`src/hdl/lsge_pkg.sv`:
```
`timescale 1ns / 1ps
`default_nettype none
package lsge_pkg;

    localparam int DEF_MAX_WIDTH  = 4096;
    localparam int DEF_MAX_HEIGHT = 4096;

    localparam int CFG_W = 13;
    localparam logic [CFG_W-1:0] CFG_DIM_RESET = 13'd4096;

    localparam logic REG_IMAGE_WIDTH  = 1'b0;
    localparam logic REG_IMAGE_HEIGHT = 1'b1;

    localparam int COLOUR_W = 24;
    localparam int LABEL_W  = 24;
    localparam int LINE_W   = COLOUR_W + LABEL_W + 1;
    localparam logic [LABEL_W-1:0] LABEL_INVALID = 24'hFFFFFF;

    localparam int COORD_W = 12;
    localparam int DIFF_W  = 9;

    localparam int FIFO_DEPTH = 4;
    localparam int FIFO_AW    = 2;

    localparam logic DIR_HORIZONTAL = 1'b0;
    localparam logic DIR_VERTICAL   = 1'b1;

    typedef struct packed {
        logic                     valid;
        logic [LABEL_W-1:0]       label;
        logic [COLOUR_W-1:0]      colour;
    } line_entry_t;

    typedef struct packed {
        logic [COORD_W-1:0]       edge_col;
        logic [COORD_W-1:0]       edge_row;
        logic                     direction;
        logic signed [DIFF_W-1:0] diff_red;
        logic signed [DIFF_W-1:0] diff_green;
        logic signed [DIFF_W-1:0] diff_blue;
        logic                     last;
    } result_t;

    function automatic logic signed [DIFF_W-1:0] byte_diff(input logic [7:0] newer,
                                                           input logic [7:0] older);
        byte_diff = $signed({1'b0, newer}) - $signed({1'b0, older});
    endfunction

endpackage
`default_nettype wire

```
`src/hdl/lsge_seam.sv`:
```
`timescale 1ns / 1ps
`default_nettype none
module lsge_seam #(
    parameter int COL_W = 12,
    parameter int ROW_W = 12
) (
    input  wire [lsge_pkg::COLOUR_W-1:0] cur_colour,
    input  wire [lsge_pkg::LABEL_W-1:0]  cur_label,
    input  wire                          cur_valid,
    input  wire [lsge_pkg::COLOUR_W-1:0] left_colour,
    input  wire [lsge_pkg::LABEL_W-1:0]  left_label,
    input  wire                          left_valid,
    input  lsge_pkg::line_entry_t        up,
    input  wire [COL_W-1:0]              col,
    input  wire [ROW_W-1:0]              row,
    output lsge_pkg::result_t            item0,
    output lsge_pkg::result_t            item1,
    output logic [1:0]                   count
);

    logic              h_hit;
    logic              v_hit;
    lsge_pkg::result_t h_res;
    lsge_pkg::result_t v_res;
    logic [COL_W-1:0]  col_m1;
    logic [ROW_W-1:0]  row_m1;

    assign col_m1 = col - COL_W'(1);
    assign row_m1 = row - ROW_W'(1);

    assign h_hit = (col != '0) && left_valid && cur_valid && (left_label != cur_label);
    assign v_hit = (row != '0) && up.valid && cur_valid && (up.label != cur_label);

    always_comb begin
        h_res            = '0;
        h_res.edge_col   = lsge_pkg::COORD_W'(col_m1);
        h_res.edge_row   = lsge_pkg::COORD_W'(row);
        h_res.direction  = lsge_pkg::DIR_HORIZONTAL;
        h_res.diff_red   = lsge_pkg::byte_diff(cur_colour[23:16], left_colour[23:16]);
        h_res.diff_green = lsge_pkg::byte_diff(cur_colour[15:8], left_colour[15:8]);
        h_res.diff_blue  = lsge_pkg::byte_diff(cur_colour[7:0], left_colour[7:0]);
        h_res.last       = !v_hit;

        v_res            = '0;
        v_res.edge_col   = lsge_pkg::COORD_W'(col);
        v_res.edge_row   = lsge_pkg::COORD_W'(row_m1);
        v_res.direction  = lsge_pkg::DIR_VERTICAL;
        v_res.diff_red   = lsge_pkg::byte_diff(cur_colour[23:16], up.colour[23:16]);
        v_res.diff_green = lsge_pkg::byte_diff(cur_colour[15:8], up.colour[15:8]);
        v_res.diff_blue  = lsge_pkg::byte_diff(cur_colour[7:0], up.colour[7:0]);
        v_res.last       = 1'b1;
    end

    assign item0 = h_hit ? h_res : v_res;
    assign item1 = v_res;
    assign count = {1'b0, h_hit} + {1'b0, v_hit};

endmodule
`default_nettype wire

```
`config.mk`:
```
export PLATFORM = sky130hd
export DESIGN_NAME = lsge_seam
export DESIGN_NICKNAME = d
export VERILOG_FILES = /design/src/hdl/lsge_pkg.sv /design/src/hdl/lsge_seam.sv
export SDC_FILE = /design/constraint.sdc
export NUM_CORES = 1
export LEC_CHECK = 0
export BUFFER_PORTS_ARGS = -buffer_cell sky130_fd_sc_hd__buf_2
export CAP_MARGIN = 20
export CORE_AREA = 3 3 108 110
export DETAILED_ROUTE_END_ITERATION = 16
export DIE_AREA = 0 0 111 113
export PLACE_DENSITY = 0.69
export SLEW_MARGIN = 25
export SYNTH_ARGS = -nofsm -noshare
export SYNTH_HDL_FRONTEND = slang
export SYNTH_SLANG_ARGS = --single-unit
```
`constraint.sdc`:
```
create_clock -name vclk -period 3.6
set_clock_uncertainty 0.2 [all_clocks]
set_input_delay 0.72 -clock vclk [all_inputs]
set_output_delay 0.72 -clock vclk [all_outputs]
set_load 0.02 [all_outputs]
```
# Word level (Yosys, flattened, before mapping)
# Index checks and enable logic that the tools add are counted.
classes:
  add_sub_neg: 9
  eq_ne: 2
  mux: 1
  reduce_logical: 9
ops:
  columns: ["cell", "n"]
  rows:
  - ["$sub 8x8->9", 6]
  - ["$mux 53", 1]
  - ["$ne 24x24->1", 2]
  - ["$reduce_bool 12->1", 2]
  - ["$sub 12x1->12 const B", 2]
  - ["$logic_and 1x1->1", 6]
  - ["$add 1x1->2", 1]
  - ["$logic_not 1->1", 1]
totals:
  ff_bits: 0
  inputBits: 171
  out_inout_bits: 108

# Longest topological paths before layout
logic_depth:
  depth_word: 6
  mapped_depth: 10
  mapped_depth_nobuf: 9

# Least setup slack after synthesis
# Ideal clock, no wire load.
synth_path:
  path_type: "input -> output"
  from: "input cur_colour[8] (netlist name)"
  to: "output item0[16] (netlist name)"
  arrival_time_ps: 2580
  t_required_ps: 2680
  setup_slack_ps: 100
  cell_stages: 9
  n_path_buf: 0
  cell_sequence: "inv_1 ha_1 fa_1 nor2b_1 o21ai_0 a21boi_0 o21ai_0 a21oi_1 mux2_4"
synth_rtl:
  columns: ["element", "line_no", "source"]
  rows:
  - ["from (decl)", "lsge_seam.sv:7", "input wire [lsge_pkg::COLOUR_W-1:0] cur_colour,"]
  - ["to (decl)", "lsge_seam.sv:16", "output lsge_pkg::result_t item0,"]

==> summary.md <==
| Metric | Value |
|---|---|
| Critical Path End | `item0[44]` |
| Design Power | `1.02 mW` |
| Final hold violations | `0` |
| Vias/cell | `4.87` |
| Leakage | `2.83 nW` |
| CP top delay family | `simple AND/OR/NAND/NOR gates` |
| CP Cell Sequence | `buf_2, inv_1, ha_1, and4bb_2, a21oi_2, a21bo_2, or4_1, xnor2_2, buf_2` |
| Mapped cell area | `3630 µm²` |
| Post-synth top area share | `19.6%` |
| Post-Synthesis Cells | `511` |
| Post-route ant nets | `0` |
| Pwr dens | `192 nW/µm²` |
| Post-Synth XOR/XNOR Area | `25.8%` |
| Area share of fa/ha/maj cells after synthesis | `21.9%` |
| Die area | `12500 µm²` |
| Syn avg cell area | `7.10 µm²` |
| DIE HEIGHT | `113 µm` |
| Crit-path max FO | `6` |
| Core area | `10800 µm²` |
| # Max-Cap Violations | `0` |
| Synth warn | `0` |
| Hold WC Path Type | `input port to output port` |
| Vias in the first global route | `4419` |
| Final RePlAce weighted congestion | `0.947` |
| Initial Util | `33.6%` |
| Vias post-DR | `4552` |
| Dominant cell type by area after synthesis | `xnor2_1` |
| Combinational family with the most area after synthesis | `XOR/XNOR gates` |
| VDD IR max | `0.103 mV` |
| Synth Area in Compound Gates | `17.4%` |
| Initial DRC Count | `218` |
| Mux cell area share after synthesis | `2.48%` |
| FF+latch count | `0` |
| CP required | `2.68 ns` |
| Crit path from | `col[0]` |
| Routed WL | `13500 µm` |
| Final Max Slew Viols | `0` |
| Highest achievable clock rate | `286 MHz` |
| # DRC | `0` |
| Share of cells above drive strength 1 | `41.8%` |
| CP max stage delay | `0.47 ns` |
| Status | `finished clean` |
| Io pins | `279` |
| Fin nets | `1027` |
| Clock buf count | `0` |
| Final core utilization | `49.3%` |
| Ranking of synthesized cells by area | `xnor2_1 (20%), ha_1 (19%), inv_1 (7.0%)` |
| Fin crit share | `97.1%` |
| Initial antenna violation count | `1` |
| Site row count | `38` |
| WS Path Type | `input port to output port` |
| Largest net degree at the start of global routing | `16` |
| Port buffer count | `277` |
| Min Clock Period, post-route | `3.50 ns` |
| Register area share after synthesis | `0%` |
| CP arrival | `2.58 ns` |
| Simple-gate share of the synthesized area | `20.7%` |
| Drt first pass iters | `4` |
| CTS Hold Bufs | `0` |
| All-Layer GR Usage | `19.9%` |
| Crit. End Element | `output port` |
| Post-DP HPWL | `12300 µm` |
| Worst Setup Start Kind | `input port` |
| Most frequent cells in the layout | `buf_2 (277), xnor2_1 (80), inv_1 (68)` |
| Distinct cells, synth | `46` |
| Final setup fails | `0` |
| Die width | `111 µm` |
| Most common cell type on the critical path | `buf_2` |
| Most common cell after layout, fill and taps aside | `buf_2` |
| Grt total ovfl | `0` |
| Wire per inst | `14.4 µm` |
| Area Overhead vs Synth | `46.5%` |
| Slowest-stage cell, CP | `or4_1` |
| First-pass GRT wire length | `21200 µm` |
| Cell count along the critical path | `9` |
| Reg area | `0 µm²` |
| Crit path buffers/inverters | `3` |
where the power goes:
group / switching [mW] / internal [mW] / total, mW
clock: 0 / 0.0000000371 / 0.0000000371
combinational: 0.586 / 0.437 / 1.02
sequential: 0 / 0 / 0
total: 0.586 / 0.437 / 1.02
stage by stage:
stage,hold WS (ns),std cells,area [µm²],setup slack [ns],setup TNS [ns]
3_5_place_dp,1.51,933,5250,-0.0214,-0.0300
4_1_cts,1.51,933,5250,0.0210,0
6_report,1.51,935,5320,0.104,0
3_3_place_gp,1.51,933,5250,-0.0135,-0.0135
5_1_grt,1.52,935,5320,-0.00461,-0.00680
2_1_floorplan,1.35,512,3630,0.100,0
cells in the mapped netlist, types with 4 or more instances:
| cell type | instances |
|---|---|
| nand3_1 | 12 |
| ha_1 | 54 |
| o2111ai_1 | 6 |
| mux2_2 | 4 |
| nor2_1 | 33 |
| nand2_1 | 30 |
| nor4_1 | 5 |
| xnor2_1 | 81 |
| xor2_1 | 26 |
| o21ai_0 | 22 |
| nor3_1 | 17 |
| a21oi_1 | 27 |
| buf_2 | 4 |
| fa_1 | 6 |
| and2_1 | 4 |
| o211ai_1 | 4 |
| inv_1 | 68 |
| nor2b_1 | 12 |
| nor3b_1 | 4 |
| buf_4 | 14 |
| o21a_1 | 13 |
| nand4_1 | 15 |
| o31a_1 | 4 |
per-layer routing:
metal / track usage (%) / share of wire (%) / up-vias
met5: 0 / 0 / -
met2: 37.1 / 50 / 158
met1: 25.1 / 42 / 2061
li1: - / - / 2311
met4: 4.35 / 2.5 / 0
met3: 1.34 / 5.7 / 22
timing repair:
| action | CTS | global route |
|---|---|---|
| pin swaps | 0 | 8 |
| gates cloned | 0 | 0 |
| setup buffers | 0 | 1 |
| setup endpoints to repair | 3 | 34 |
| resized for setup | 2 | 21 |
how the worst min path moves through the flow:
stage	start	endpoint	slack (ns)	depth (start not counted)
floorplan	col[0]	item1[41]	1.35	1
global placement	col[5]	item1[46]	1.51	2
detailed placement	col[5]	item1[46]	1.51	2
CTS	col[5]	item1[46]	1.51	2
global route	col[11]	item1[52]	1.52	2
finish	col[5]	item1[46]	1.51	2
final cells by class:
| class | count | area (µm²) |
|---|---|---|
| tap | 140 | 175 |
| antenna | 1 | 2.50 |
| fill | 1143 | 5480 |
| timing repair buffer | 305 | 1620 |
| inverter | 69 | 262 |
| multi-input combinational | 420 | 3260 |
cell families after synthesis:
group                      count (synthesis)
muxes                                      7
adders and majority gates                 60
buffers and inverters                     92
and+or+nand+nor                          147
other                                      1
xor gates and xnor gates                 107
AOI/OAI and AO/OA                         97
Power figures use the tool's default switching activity.
