==> config.mk <==
export PLATFORM = sky130hd
export DESIGN_NAME = lsge_result_fifo
export DESIGN_NICKNAME = d
export VERILOG_FILES = /design/src/hdl/lsge_pkg.sv /design/src/hdl/lsge_result_fifo.sv
export SDC_FILE = /design/constraint.sdc
export NUM_CORES = 1
export LEC_CHECK = 0
export BUFFER_PORTS_ARGS = -buffer_cell sky130_fd_sc_hd__clkbuf_2
export CORE_MARGIN = 3
export CORE_UTILIZATION = 25
export CTS_BUF_LIST = sky130_fd_sc_hd__clkbuf_16
export DETAILED_ROUTE_END_ITERATION = 8
export SLEW_MARGIN = 20
export SYNTH_ARGS = -nofsm -noshare
export SYNTH_HDL_FRONTEND = slang
export SYNTH_SLANG_ARGS = --single-unit
==> constraint.sdc <==
create_clock -name aclk -period 5.8 [get_ports aclk]
set_input_delay 0 -clock aclk [delete_from_list [all_inputs] [get_ports aclk]]
set_output_delay 0 -clock aclk [all_outputs]
set_load 0.02 [all_outputs]
==> src/hdl/lsge_pkg.sv <==
`timescale 1ns / 1ps
`default_nettype none
package lsge_pkg;

    localparam int DEF_MAX_WIDTH  = 4096;
    localparam int DEF_MAX_HEIGHT = 4096;

    localparam int CFG_W = 13;
    localparam logic [CFG_W-1:0] CFG_DIM_RESET = 13'd4096;

    localparam logic REG_IMAGE_WIDTH  = 1'b0;
    localparam logic REG_IMAGE_HEIGHT = 1'b1;

    localparam int COLOUR_W = 24;
    localparam int LABEL_W  = 24;
    localparam int LINE_W   = COLOUR_W + LABEL_W + 1;
    localparam logic [LABEL_W-1:0] LABEL_INVALID = 24'hFFFFFF;

    localparam int COORD_W = 12;
    localparam int DIFF_W  = 9;

    localparam int FIFO_DEPTH = 4;
    localparam int FIFO_AW    = 2;

    localparam logic DIR_HORIZONTAL = 1'b0;
    localparam logic DIR_VERTICAL   = 1'b1;

    typedef struct packed {
        logic                     valid;
        logic [LABEL_W-1:0]       label;
        logic [COLOUR_W-1:0]      colour;
    } line_entry_t;

    typedef struct packed {
        logic [COORD_W-1:0]       edge_col;
        logic [COORD_W-1:0]       edge_row;
        logic                     direction;
        logic signed [DIFF_W-1:0] diff_red;
        logic signed [DIFF_W-1:0] diff_green;
        logic signed [DIFF_W-1:0] diff_blue;
        logic                     last;
    } result_t;

    function automatic logic signed [DIFF_W-1:0] byte_diff(input logic [7:0] newer,
                                                           input logic [7:0] older);
        byte_diff = $signed({1'b0, newer}) - $signed({1'b0, older});
    endfunction

endpackage
`default_nettype wire

==> src/hdl/lsge_result_fifo.sv <==
`timescale 1ns / 1ps
`default_nettype none
module lsge_result_fifo (
    input  wire                aclk,
    input  wire                aresetn,
    input  lsge_pkg::result_t  push_item0,
    input  lsge_pkg::result_t  push_item1,
    input  wire  [1:0]         push_count,
    output lsge_pkg::result_t  head,
    output logic               head_valid,
    input  wire                pop,
    output logic [lsge_pkg::FIFO_AW:0] fill
);

    lsge_pkg::result_t                 entries [lsge_pkg::FIFO_DEPTH];
    logic [lsge_pkg::FIFO_AW-1:0]      wr_ptr_reg;
    logic [lsge_pkg::FIFO_AW-1:0]      rd_ptr_reg;
    logic [lsge_pkg::FIFO_AW:0]        count_reg;
    logic [lsge_pkg::FIFO_AW:0]        count_next;
    logic                              do_pop;

    assign do_pop     = pop && (count_reg != '0);
    assign count_next = count_reg + (lsge_pkg::FIFO_AW+1)'(push_count)
                        - (lsge_pkg::FIFO_AW+1)'(do_pop);

    always_ff @(posedge aclk) begin
        if (!aresetn) begin
            wr_ptr_reg <= '0;
            rd_ptr_reg <= '0;
            count_reg  <= '0;
        end else begin
            wr_ptr_reg <= wr_ptr_reg + lsge_pkg::FIFO_AW'(push_count);
            rd_ptr_reg <= rd_ptr_reg + lsge_pkg::FIFO_AW'(do_pop);
            count_reg  <= count_next;
        end
    end

    always_ff @(posedge aclk) begin
        if (push_count != 2'd0) begin
            entries[wr_ptr_reg] <= push_item0;
        end
        if (push_count == 2'd2) begin
            entries[wr_ptr_reg + lsge_pkg::FIFO_AW'(1)] <= push_item1;
        end
    end

    assign head       = entries[rd_ptr_reg];
    assign head_valid = (count_reg != '0);
    assign fill       = count_reg;

endmodule
`default_nettype wire

# Word level (Yosys, flattened, before mapping)
# Memories as Yosys holds them, arrays and structs flattened. A register that Yosys moved wholly into a read port is not among the register bits.
# Cells that the tools add are included.
# totals
reg_bits	7
ram_bits	212
in_bits	111
out_inout_bits	57
n_memories	1
# mem_list
name	words	word_bits	read_ports	rd_ports_with_merged_regs	write_ports	line_no	rtl
entries	4	53	1	1	2	lsge_result_fifo.sv:15	lsge_pkg::result_t entries [lsge_pkg::FIFO_DEPTH];
# classes
muxes	5
eq_ne	1
reduce_logical	3
addsub	5
# op_table
cell	n
2-to-1 mux 1 bit	4
adder 3 x 2 -> 3 bit	1
nonzero test 3 bit	1
subtractor 3 x 1 -> 3 bit	1
adder 2 x 1 -> 2 bit	1
adder 2 x 1 -> 2 bit, second input constant	1
adder 2 bit	1
equality test 2 bit, second input constant	1
2-to-1 mux 2 bit	1
nonzero test 2 bit	1
logical AND 1 bit	1

# Longest topological paths before layout
# depth
word_depth	4
depth_mapped	7
ltp_nobuf	7

# Worst setup path before layout
# No wires, ideal clock.
# synth_path
path_kind	reg2reg
startpoint	reg wr_ptr_reg[0] in the netlist's numbering
endpoint	mem entries[0][0] in the netlist's numbering, enable pin
arrival_time_ns	4.282
stages_incl_launch_ff	3
setup_slack_ns	0.981
synth_period_minus_slack_ns	4.819
cell_sequence	dfxtp_1 > o21bai_1 > o21ai_0
# synth_lines
element	line_no	rtl
start, declared	lsge_result_fifo.sv:16	logic [lsge_pkg::FIFO_AW-1:0] wr_ptr_reg;
start signal, assigned	lsge_result_fifo.sv:32	wr_ptr_reg <= wr_ptr_reg + lsge_pkg::FIFO_AW'(push_count);
end, declared	lsge_result_fifo.sv:15	

==> results_dict.tcl <==
set metrics [dict create \
    ant_nets 0 \
    drcViolationCount 0 \
    cp_top_family "buffers and inverters" \
    diodes 0 \
    antenna_found_initial 0 \
    status "finished, final reports clean" \
    critical_path_buf_inv_count 2 \
    pin_count 168 \
    rr_startpoint "wr_ptr_reg[1]$_SDFF_PN0_" \
    wl_per_cell_um 19.0 \
    cts_sinks 219 \
    worstPathCellList "nor4b_4 > buf_4 > mux2_2 > dlygate4sd3_1" \
    routed_wl_mm 27.4 \
    clockRootBuffer "clkbuf_16" \
    switchingPower_w 0.00136 \
    largest_reg_flops 212 \
    min_period_over_period_pct 54.9 \
    p_int_w 0.00345 \
    regMostFlops "entries" \
    worst_ep_arrival_time_ns 3.47 \
    synth_edf_count 212 \
    grt.total_usage_pct 12.1 \
    end_kind "flip-flop" \
    worstMarginPinSlew_ns 0.970 \
    overflow 0 \
    drv_cap 0 \
    avgSynthCellArea_um2 19.2 \
    crit_required_ns 6.08 \
    ir_worst_vdd_mv 0.187 \
    cts_buffers 27 \
    nets 1004 \
    fp.dieW_um 213 \
    h-tree-depth 1 \
    hp-class "primary input to flip-flop" \
    worst_clock_skew_ns 0.0109 \
    synth-seq-cells 219 \
    first_pass_iters 4 \
    hold_viol 0 \
    clk_path_buf_depth 3 \
    dp_hpwl_mm 15.4 \
    seqPwrFrac_pct 42.8 \
    switching_share_pct 28.4 \
    port_buffers 167 \
    ys_seq_area_share_pct 60.7 \
    worst_setup_path_start_kind "flip-flop" \
    tns_ns 0 \
    slew_violations 0 \
    grt_max_degree 56 \
    power_frac_clock_pct 32.7 \
    insertion_delay_ns 0.53 \
    syn2layout_area_growth_pct 36.1 \
    post-route-util_pct 34.6 \
    dr.first_iter.drc_count 311 \
    cp_max_fo 48 \
    syn_area_um2 10700 \
    syn_inst 557 \
    fp-row-count 75 \
    via_per_inst 4.42 \
    synth.net_count 672 \
    crit_path_start "wr_ptr_reg[1]$_SDFF_PN0_" \
    drive_gt1_share_pct 53.5 \
    power_leakage_nw 5.20 \
    core-area_um2 42100 \
    vias 6390 \
    first_global_vias 7090 \
    hp-start "push_item0[41]" \
    ys_async_sr_fraction_pct 0 \
    cts_tree "built" \
    crit_type "flip-flop to flip-flop" \
    initial_utilization_pct 25.4 \
    yosys.area.top_type "edfxtp_1" \
    yosysUniqueCellTypes 30 \
    synth_top_area_share_pct 59.4 \
    min_period_ns 3.19 \
    slowest_delay_ns 0.86 \
    die_height_um 213 \
    setup_violations 0 \
    synth_ff_type "edfxtp_1" \
    relSlewSlack_pct 35.3 \
    max_freq_mhz 314 \
    synth_area_leaders "edfxtp_1 59%, mux2_2 20%, mux4_2 11%, mux2_4 2.8%, dfxtp_1 1.3%" \
    crit_slowest_cell "buf_4" \
    yosys_warnings 0 \
    grt_pass1_wl_mm 42.0 \
    clkTransAtPathRegs_ns 0.06 \
    powerDensity_nw_per_um2 330 \
    die_area_um2 45400 \
    comb_power_share_pct 24.5 \
    place.gp.congestion 0.673 \
    rsz0062_at_grt "false" \
]
-- routing by layer --
| layer | GRT usage (%) | vias up | wire length, um |
|---|---|---|---|
| met1 | 15.0 | 3236 | 11300 |
| met3 | 2.69 | 29 | 1460 |
| met4 | 2.13 | 0 | 464 |
| met5 | 0 | - | 0 |
| li1 | - | 2958 | - |
| met2 | 22.0 | 167 | 14200 |
-- cell type report --
cell class | instances | area, um^2
Inverter | 4 | 15.0
Timing Repair Buffer | 340 | 2540
Multi-Input combinational cell | 297 | 4010
Tap cell | 539 | 674
Clock buffer | 27 | 676
Sequential cell | 219 | 6510
Fill cell | 3972 | 27600
Clock inverter | 19 | 144
-- what timing repair did --
item | in CTS | in global routing
gates resized for setup | 0 | 0
setup buffers | 0 | 0
hold endpoints to repair | 219 | 0
hold buffers | 164 | 0
-- cells in the mapped netlist (all sizes together) (2+ instances only) --
master and instances:
edfxtp 212, mux2 212, mux4 53, buf 32, dfxtp 7, clkbuf 5
inv 4, mux2i 4, and2 3, ha 3, nor2 3, and4bb 2
nand2 2, nand2b 2, nor2b 2, o21bai 2, xnor3 2
-- cell families after synthesis --
kind of cell	Yosys count	synth area share [%]
AO/OA/AOI/OAI	5	0.339
XOR/XNOR	2	0.456
adder cells (fa/ha/maj)	4	0.537
buffers and inverters	41	2.23
flip-flops	219	60.7
multiplexers	269	34.5
AND/OR/NAND/NOR	17	1.18
-- final timing paths --
| path | endpoint | slack (ns) | cells after the start |
|---|---|---|---|
| worst max-delay path | entries[1][52]$_DFFE_PP_ | 2.61 | 4 |
| worst min-delay path | entries[3][41]$_DFFE_PP_ | 0.36 | 3 |
| worst max register to register | entries[1][52]$_DFFE_PP_ | 2.61 | 4 |
| worst min register to register | rd_ptr_reg[1]$_SDFF_PN0_ | 0.75 | 2 |
-- metrics by stage --
| step | hold slack [ns] | total power (W) | setup slack, ns | instance area [um^2] | std cells |
|---|---|---|---|---|---|
| floorplan | 0.122 | 0.00280 | 0.981 | 10700 | 557 |
| global placement | 0.336 | 0.00318 | 2.73 | 12100 | 1235 |
| detailed placement | 0.342 | 0.00320 | 2.71 | 12100 | 1235 |
| CTS | 0.311 | 0.00490 | 2.57 | 14600 | 1445 |
| global route | 0.345 | 0.00504 | 2.45 | 14600 | 1445 |
| finish | 0.359 | 0.00481 | 2.61 | 14600 | 1445 |
-- cells in the final DEF, fill, tap and decap left out, drive strengths merged --
cell and instances:
nand2 2, inv 10, mux2i 4, mux4 53, mux2 212, clkbuf 194
clkinv 9, o31ai 1, edfxtp 212, and4bb 2, nand4b 1, fa 1
xnor3 2, nor2b 2, and2 3, dfxtp 7, nor4b 1, bufinv 2
ha 3, nor2 3, nand2b 2, buf 9, o21ai 1, or3 1
dlygate4sd3 164, o21bai 2, o311ai 1, clkinvlp 2
-- power groups by stage --
stage	clock network (W)	registers, W	logic (W)
3_3_place_gp	0	0.00209	0.00109
5_1_grt	0.00169	0.00208	0.00128
6_report	0.00157	0.00206	0.00118
2_1_floorplan	0	0.00203	0.000771
4_1_cts	0.00163	0.00206	0.00121
3_5_place_dp	0	0.00210	0.00110
-- worst register-to-register path, cell delays in order, from the launching register on --
cell	delay (ns)
dfxtp_1	0.43
nor4b_4	0.63
buf_4	0.86
mux2_2	0.46
dlygate4sd3_1	0.56
(Power assumes the default switching activity.)
